--- src/sv/hsc_pkg.sv ---
// ----------------------------------------------------------------------------
// hsc_pkg
// shared constants, types and byte classing for the hostname syntax checker
// ----------------------------------------------------------------------------
package hsc_pkg;

  localparam int unsigned CharW  = 8;
  localparam int unsigned TotalW = 8;
  localparam int unsigned LabelW = 7;

  localparam logic [CharW-1:0]  ChTerm   = 8'h00;
  localparam logic [CharW-1:0]  ChHyphen = 8'h2D;
  localparam logic [CharW-1:0]  ChDot    = 8'h2E;

  localparam logic [TotalW-1:0] MaxNameLen  = 8'd253;
  localparam logic [TotalW-1:0] NameLenSat  = 8'd254;
  localparam logic [LabelW-1:0] MaxLabelLen = 7'd63;

  // verdict for one finished name
  typedef struct packed {
    logic              valid_res;
    logic [TotalW-1:0] name_length;
  } hsc_verdict_t;

  // ascii letter or digit
  function automatic logic is_alnum(input logic [CharW-1:0] c);
    logic digit;
    logic upper;
    logic lower;
    digit = (c >= 8'h30) && (c <= 8'h39);
    upper = (c >= 8'h41) && (c <= 8'h5A);
    lower = (c >= 8'h61) && (c <= 8'h7A);
    return digit || upper || lower;
  endfunction

endpackage

--- src/sv/hsc_scan.sv ---
// ----------------------------------------------------------------------------
// hsc_scan
// per-name scan state: byte and label counters, hyphen and error flags
// ----------------------------------------------------------------------------
module hsc_scan
  import hsc_pkg::*;
(
  input  logic               clk_i,
  input  logic               rst_ni,
  input  logic               step_i,     // byte leaves the input register
  input  logic [CharW-1:0]   char_i,
  output hsc_verdict_t       verdict_o   // meaningful when char_i is the terminator
);

  logic [TotalW-1:0] total_q, total_d;
  logic [LabelW-1:0] label_q, label_d;
  logic              hyph_q, hyph_d;
  logic              err_q, err_d;

  logic              is_term;
  logic              is_dot;
  logic              is_hyph;
  logic              close_err;
  logic [LabelW-1:0] label_inc;

  assign is_term   = (char_i == ChTerm);
  assign is_dot    = (char_i == ChDot);
  assign is_hyph   = (char_i == ChHyphen);
  assign close_err = (label_q == '0) || hyph_q;
  assign label_inc = (label_q <= MaxLabelLen) ? label_q + LabelW'(1) : label_q;

  assign verdict_o.valid_res   = !(err_q || close_err || (total_q == '0) ||
                                   (total_q > MaxNameLen));
  assign verdict_o.name_length = total_q;

  always_comb begin
    total_d = total_q;
    label_d = label_q;
    hyph_d  = hyph_q;
    err_d   = err_q;
    if (step_i) begin
      priority if (is_term) begin
        total_d = '0;
        label_d = '0;
        hyph_d  = 1'b0;
        err_d   = 1'b0;
      end else if (is_dot) begin
        total_d = (total_q <= MaxNameLen) ? total_q + TotalW'(1) : total_q;
        label_d = '0;
        hyph_d  = 1'b0;
        err_d   = err_q || close_err;
      end else begin
        total_d = (total_q <= MaxNameLen) ? total_q + TotalW'(1) : total_q;
        label_d = label_inc;
        hyph_d  = is_hyph;
        err_d   = err_q || !(is_alnum(char_i) || is_hyph) ||
                  (is_hyph && (label_q == '0)) || (label_inc > MaxLabelLen);
      end
    end
  end

  always_ff @(posedge clk_i or negedge rst_ni) begin
    if (!rst_ni) begin
      total_q <= '0;
      label_q <= '0;
      hyph_q  <= 1'b0;
      err_q   <= 1'b0;
    end else begin
      total_q <= total_d;
      label_q <= label_d;
      hyph_q  <= hyph_d;
      err_q   <= err_d;
    end
  end

endmodule

--- src/sv/hostname_syntax_checker_unit.sv ---
// ----------------------------------------------------------------------------
// hostname_syntax_checker_unit
// streaming hostname syntax check, one byte per transfer, one verdict per name
// ----------------------------------------------------------------------------
//  channel   dir  width  contents
//  s_axis    in   8      char_code, a zero byte ends the name
//  m_axis    out  16     valid_res [0], name_length [8:1], zeros above
//
//  one byte per cycle sustained unless a terminator stalls; a byte is held
//  in the input register and a verdict appears in the output register the
//  cycle after its terminator steps out; reset (rst_ni low, asynchronous)
//  empties both registers and clears the scan state, so the first byte
//  after reset starts a new name; only a terminator waits on a full, stalled
//  output register; other bytes keep flowing while a verdict waits to be taken
// ----------------------------------------------------------------------------
module hostname_syntax_checker_unit
  import hsc_pkg::*;
(
  input  logic        clk_i,
  input  logic        rst_ni,
  input  logic        s_axis_tvalid,
  output logic        s_axis_tready,
  input  logic [7:0]  s_axis_tdata,   // [7:0] char_code
  output logic        m_axis_tvalid,
  input  logic        m_axis_tready,
  output logic [15:0] m_axis_tdata    // [0] valid_res, [8:1] name_length, [15:9] zero
);

  // input register
  logic             in_valid_q, in_valid_d;
  logic [CharW-1:0] in_char_q;

  // result register
  logic             out_valid_q, out_valid_d;
  hsc_verdict_t     out_q;

  hsc_verdict_t     verdict;
  logic             in_term;
  logic             out_free;
  logic             step;

  assign in_term  = (in_char_q == ChTerm);
  // output slot is free when empty or being drained this cycle
  assign out_free = !out_valid_q || m_axis_tready;
  // the held byte leaves unless it is a terminator facing a full output
  assign step     = in_valid_q && (!in_term || out_free);

  assign s_axis_tready = !in_valid_q || step;

  always_comb begin
    in_valid_d = in_valid_q;
    if (s_axis_tready) begin
      in_valid_d = s_axis_tvalid;
    end
  end

  always_ff @(posedge clk_i or negedge rst_ni) begin
    if (!rst_ni) begin
      in_valid_q <= 1'b0;
    end else begin
      in_valid_q <= in_valid_d;
    end
  end

  // payload, no reset needed
  always_ff @(posedge clk_i) begin
    if (s_axis_tready && s_axis_tvalid) begin
      in_char_q <= s_axis_tdata;
    end
  end

  hsc_scan u_scan (
    .clk_i     (clk_i),
    .rst_ni    (rst_ni),
    .step_i    (step),
    .char_i    (in_char_q),
    .verdict_o (verdict)
  );

  // a verdict is loaded only when a terminator steps
  always_comb begin
    out_valid_d = out_valid_q && !m_axis_tready;
    if (step && in_term) begin
      out_valid_d = 1'b1;
    end
  end

  always_ff @(posedge clk_i or negedge rst_ni) begin
    if (!rst_ni) begin
      out_valid_q <= 1'b0;
    end else begin
      out_valid_q <= out_valid_d;
    end
  end

  always_ff @(posedge clk_i) begin
    if (step && in_term) begin
      out_q <= verdict;
    end
  end

  assign m_axis_tvalid = out_valid_q;
  assign m_axis_tdata  = {7'b0, out_q.name_length, out_q.valid_res};

  // a new verdict only ever follows a terminator leaving the input register
  a_verdict_from_term: assert property (@(posedge clk_i) disable iff (!rst_ni)
    $rose(out_valid_q) |-> $past(in_valid_q && in_term))
    else $error("verdict appeared without a terminator");

  // the reported length never passes the saturation value
  a_len_sat: assert property (@(posedge clk_i) disable iff (!rst_ni)
    out_valid_q |-> (out_q.name_length <= NameLenSat))
    else $error("name length beyond saturation");

  // a valid name has a length within the allowed range
  a_valid_len: assert property (@(posedge clk_i) disable iff (!rst_ni)
    (out_valid_q && out_q.valid_res) |->
      ((out_q.name_length != '0) && (out_q.name_length <= MaxNameLen)))
    else $error("valid verdict with illegal length");

  // a refused byte only ever means a terminator in the input register facing a full output
  a_stall_held: assert property (@(posedge clk_i) disable iff (!rst_ni)
    !s_axis_tready |-> (in_valid_q && in_term && out_valid_q))
    else $error("input stalled without a blocked terminator");

endmodule
--- config.mk ---
export PLATFORM = sky130hd
export DESIGN_NAME = hostname_syntax_checker_unit
export DESIGN_NICKNAME = d
export VERILOG_FILES = /design/src/sv/hsc_pkg.sv /design/src/sv/hsc_scan.sv /design/src/sv/hostname_syntax_checker_unit.sv
export SDC_FILE = /design/constraint.sdc
export NUM_CORES = 1
export LEC_CHECK = 0
export ABC_CLOCK_PERIOD_IN_PS = 4500
export CAP_MARGIN = 40
export CELL_PAD_IN_SITES_DETAIL_PLACEMENT = 1
export CELL_PAD_IN_SITES_GLOBAL_PLACEMENT = 1
export CORE_ASPECT_RATIO = 0.8
export CORE_MARGIN = 1.5
export CORE_UTILIZATION = 45
export CTS_CLUSTER_DIAMETER = 80
export DETAILED_ROUTE_END_ITERATION = 8
export DONT_BUFFER_PORTS = 1
export PLACE_DENSITY_LB_ADDON = 0.05
export SLEW_MARGIN = 20
export SYNTH_ARGS = -nofsm -noshare
export SYNTH_HDL_FRONTEND = slang
export SYNTH_SLANG_ARGS = --single-unit
--- constraint.sdc ---
create_clock -name clk_i -period 4.5 [get_ports clk_i]
set_clock_uncertainty 0.2 [all_clocks]
set_input_delay 1.35 -clock clk_i [delete_from_list [all_inputs] [get_ports clk_i]]
set_output_delay 1.35 -clock clk_i [all_outputs]
set_load 0.01 [all_outputs]
Yosys cells after proc, flatten, opt, wreduce, memory -nomap -nowiden
Index checks and enable logic that the tools add are counted.
{"block": "totals", "register_bits": 36, "inputBits": 12, "out_inout_bits": 18, "elab_cells": 65}
{"block": "op_classes", "n_addsub": 2, "order_cmp": 10, "n_eq_ne": 2, "mux": 10, "reduce_logical": 32}
{"operator": "7-bit two-way mux", "n": 3}
{"operator": "8-bit by 6-bit equality test with 1-bit output, second input constant", "n": 2}
{"operator": "8-bit by 7-bit >= comparator with 1-bit output, second input constant", "n": 2}
{"operator": "8-bit by 7-bit <= comparator with 1-bit output, second input constant", "n": 2}
{"operator": "8-bit zero test", "n": 2}
{"operator": "8-bit two-way mux", "n": 2}
{"operator": "1-bit logical OR", "n": 13}
{"operator": "8-bit by 1-bit adder with 8-bit output, second input constant", "n": 1}
{"operator": "8-bit by 6-bit >= comparator with 1-bit output, second input constant", "n": 1}
{"operator": "8-bit greater-than comparator, second input constant", "n": 1}
{"operator": "8-bit by 6-bit <= comparator with 1-bit output, second input constant", "n": 1}
{"operator": "8-bit <= comparator, second input constant", "n": 1}
{"operator": "1-bit logical AND", "n": 8}
{"operator": "7-bit by 1-bit adder with 7-bit output, second input constant", "n": 1}
{"operator": "7-bit by 6-bit greater-than comparator with 1-bit output, second input constant", "n": 1}
{"operator": "7-bit by 6-bit <= comparator with 1-bit output, second input constant", "n": 1}
{"operator": "7-bit zero test", "n": 1}
{"operator": "1-bit zero test", "n": 6}
{"operator": "1-bit two-way mux", "n": 5}
{"operator": "2-bit AND reduction", "n": 1}
{"operator": "2-bit nonzero test", "n": 1}

Depth between registers and ports, before layout
{"block": "depth", "depth_word": 11, "ltp_mapped": 6, "ltp_nobuf": 6}

Hierarchy
A second synthesis with hierarchy kept.
{"block": "hier_totals", "cells_unflattened": 176, "area_unflattened_um2": 1938.1}
{"mod": "hsc_scan", "instances": 1, "cells_per_inst": 138, "area_per_inst_um2": 1232.4, "seq_area_each_um2": 425.4}
{"mod": "hostname_syntax_checker_unit", "instances": 1, "cells_per_inst": 38, "area_per_inst_um2": 705.7, "seq_area_each_um2": 560.5}

Worst setup path after synthesis
OpenSTA, ideal clock, no wires.
{"block": "synth_timing", "path_type": "input -> output", "from": "input port m_axis_tready", "to": "output port s_axis_tready", "t_arrival_ns": 1.714, "t_required_ns": 2.950, "setup_slack_ns": 1.236, "stages": 2, "path_buffers": 0, "path_cell_list": "nor2b_1 > nand3_1"}
{"block": "synth_between", "elab_chain_cells": 4}
{"item": "from (decl)", "line_no": "hostname_syntax_checker_unit.sv:25", "text": "input logic m_axis_tready,"}
{"item": "1-bit logical OR", "line_no": "hostname_syntax_checker_unit.sv:44", "text": "assign out_free = !out_valid_q || m_axis_tready;"}
{"item": "1-bit logical OR", "line_no": "hostname_syntax_checker_unit.sv:46", "text": "assign step = in_valid_q && (!in_term || out_free);"}
{"item": "1-bit logical AND", "line_no": "hostname_syntax_checker_unit.sv:46"}
{"item": "1-bit logical OR", "line_no": "hostname_syntax_checker_unit.sv:48", "text": "assign s_axis_tready = !in_valid_q || step;"}
{"item": "to (decl)", "line_no": "hostname_syntax_checker_unit.sv:22", "text": "output logic s_axis_tready,"}
Every way passes these cells.

Worst setup path in the final report
{"block": "layout_timing", "from": "register in_char_q[1]", "to": "output port s_axis_tready"}
{"block": "layout_between", "elab_chain_cells": 5}
{"item": "from (decl)", "line_no": "hostname_syntax_checker_unit.sv:31", "text": "logic [CharW-1:0] in_char_q;"}
{"item": "from (signal assigned)", "line_no": "hostname_syntax_checker_unit.sv:68", "text": "in_char_q <= s_axis_tdata;"}
{"item": "8-bit zero test", "line_no": "hostname_syntax_checker_unit.sv:42", "text": "assign in_term = (in_char_q == ChTerm);"}
{"item": "1-bit zero test", "line_no": "hostname_syntax_checker_unit.sv:46"}
{"item": "1-bit logical OR", "line_no": "hostname_syntax_checker_unit.sv:46"}
{"item": "1-bit logical AND", "line_no": "hostname_syntax_checker_unit.sv:46"}
{"item": "1-bit logical OR", "line_no": "hostname_syntax_checker_unit.sv:48"}
Every way passes these cells.

==> results.txt <==
post-DP HPWL - 3020 um
Syn. warnings - 0
VDD IR max - 233 uV
Pint - 0.605 mW
root buffer cell - clkbuf_8
Slew Limit Fails - 0
via count - 1,384
Synth area leaders - edfxtp_1 (26%), dfrtp_1 (25%), ha_1 (3.9%), buf_4 (2.7%), a41oi_1 (2.7%)
1st-iter DRT viols - 39
period utilization - 76.3%
share of the synthesized area in the top cell type - 26.4%
Syn Std Cell Area - 1930 sq um
# IOs - 30
drt drc - 0
Post-synth EDFFs - 17
number of global-route vias before repair - 1,376
Syn Area/Cell - 11.2 sq um
Placement Setup Slack - 1140 ps
Synth top cells by count - dfrtp_1 (19), edfxtp_1 (17), nand2_1 (13)
final wirelength - 4080 um
Clock Power Share - 24.7%
Resized Gates After CTS - 0
cell area power density - 443 nW/um^2
fraction of layout instances using a drive strength above 1 - 8.43%
hold buffer count at cts - 0
die area - 4700 sq um
post-synth cell types - 45
NetSw - 0.308 mW
CTS tree - yes
cell taking the most area after synthesis - edfxtp_1
setup TNS - 0 ps
Overflow after GRT - 0
#FFs+latches synth - 36
core region area - 4150 sq um
CP arrival - 1880 ps
initial antenna violation count - 0
Max-Cap Viols - 0
initial core utilization - 46.6%
Worst-path clk slew - 70 ps
CTS sink cnt - 36
Avg Vias per Cell - 5.89
total power draw - 0.913 mW
# nets final - 195
fmax - 291 MHz
Pre-antenna DRT Iters - 4
prevailing post-synth register cell - dfrtp_1
area grow syn2layout - 6.47%
H-tree depth - 2
Die Height - 61.6 um
Async SR Flop Fraction - 52.8%
Comb pwr share - 19.7%
antenna cell count - 0
kind of critical path - reg -> out
post-route ant nets - 0
clock tree buffer depth - 2
unrepaired setup endpoints after global routing - no
Hold WC Path Type - reg -> reg
Leakage - 0.798 nW
Final Hold Vio Count - 0
cts bufs inserted - 5
post-layout min period - 3430 ps
die span in x - 76.3 um
Sw Ratio - 33.8%
sequential area share after synthesis - 51.0%
fillcell total - 466
IO Port Bufs - 0
gr usage total - 18.9%
worst setup margin - 1070 ps
global-route wire length before repair - 6750 um
largest net degree at the start of global routing - 20
Setup violations, final - 0
outcome - finished, final reports clean
most frequent cell after synthesis - dfrtp_1
Worst Path Max Fanout - 6
GP Congestion - 0.801
Crit. End Element - output port
Worst-Skew Late Latency - 290 ps
CP required - 2950 ps
Worst Setup Start Kind - flip-flop
relative slew slack - 53.2%
worst slew pin tran - 702 ps
sequential fraction of design power - 55.7%
routed len/inst - 17.4 um
post-CTS setup buffers - 0
cell count after synthesis - 172
Core Rows - 21
[layout make-up]
class	instances	area [sq um]	share of cell area [%]
sequential	36	986	47.9
multi-input combinational	126	883	42.9
tap	57	71.3	3.47
clock buffer	5	68.8	3.34
inverter	8	30.0	1.46
clock inverter	3	18.8	0.912
[logic make-up (layout without fill, tap and decap cells)]
logic type | Yosys count | in the layout | synth area share, %
simple gates | 68 | 68 | 21.9
buf+inv | 16 | 16 | 4.47
compound gates | 42 | 42 | 17.0
other cells | 1 | 7 | 0.194
mux | 3 | 3 | 1.55
fa+ha+maj | 6 | 6 | 3.88
flops | 36 | 36 | 51.0
[metal layers]
| metal | wire length, um | GRT usage [%] | share of wire [%] | vias up |
|---|---|---|---|---|
| met3 | 115 | 4.00 | 2.8 | 4 |
| li1 | - | - | - | 664 |
| met2 | 1970 | 33.9 | 48 | 27 |
| met5 | 0 | 0 | 0 | - |
| met1 | 1970 | 23.9 | 48 | 689 |
| met4 | 33 | 5.03 | 0.81 | 0 |
[sequential cells by signal (all words and copies together) (netlist names)]
signal and flops:
u_scan.err_q 1, in_valid_q 1, in_char_q 8, u_scan.label_q 7, u_scan.hyph_q 1, m_axis_tdata 9
m_axis_tvalid 1, u_scan.total_q 8
[stage by stage]
| step | cells | hold WS, ps | instance area (sq um) | util [%] |
|---|---|---|---|---|
| after floorplan | 178 | 223 | 1960 | - |
| after global placement | 227 | 285 | 1970 | 47.5 |
| after detailed placement | 227 | 292 | 1970 | 47.5 |
| after CTS | 235 | 312 | 2060 | 49.6 |
| after global routing | 235 | 321 | 2060 | 49.6 |
| final | 235 | 307 | 2060 | 49.6 |
[cell usage in the layout (no fill, tap or decap), drive strengths merged]
cell,instances
a211o,1
a211oi,4
a21oi,8
a22o,4
a31o,3
a31oi,2
a32o,2
a32oi,1
a41o,1
a41oi,6
and2,4
and3,5
and3b,1
and4,1
clkbuf,5
clkinv,3
conb,7
dfrtp,19
edfxtp,17
ha,6
inv,8
mux2i,3
nand2,13
nand2b,6
nand3,8
nand4,2
nand4b,1
nand4bb,1
nor2,6
nor2b,5
nor3,3
nor3b,1
nor4,5
nor4b,2
o2111ai,1
o21ai,4
o22ai,1
o31ai,4
or2,1
or4,3
[power by group through the flow]
stage	Combinational [mW]	Sequential, mW	Clock (mW)
after floorplan	0.160	0.477	0
after global placement	0.172	0.507	0
after detailed placement	0.182	0.511	0
after CTS	0.183	0.506	0.232
after global routing	0.209	0.522	0.243
final	0.180	0.508	0.225
[worst max-delay path, cell delays in order, from the launching register on]
cell and delay [ps]:
edfxtp_1 490, or4_4 610, nor2_1 270, nand3_1 230
[final timing paths]
kind,from,endpoint,slack (ps),depth (start not counted)
worst min-delay path,u_scan.hyph_q$_DFFE_PN0P_,u_scan.hyph_q$_DFFE_PN0P_,310,1
max in group asynchronous,rst_ni,u_scan.label_q[6]$_DFFE_PN0P_,3470,0
worst max register to register,in_char_q[1]$_DFFE_PP_,m_axis_tdata[4]$_DFFE_PP_,2020,3
min in group asynchronous,rst_ni,u_scan.total_q[5]$_DFFE_PN0P_,550,0
worst min register to register,u_scan.hyph_q$_DFFE_PN0P_,u_scan.hyph_q$_DFFE_PN0P_,310,1
worst max-delay path,in_char_q[1]$_DFFE_PP_,s_axis_tready,1070,3
No activity file was read; power rests on OpenSTA's default activity.
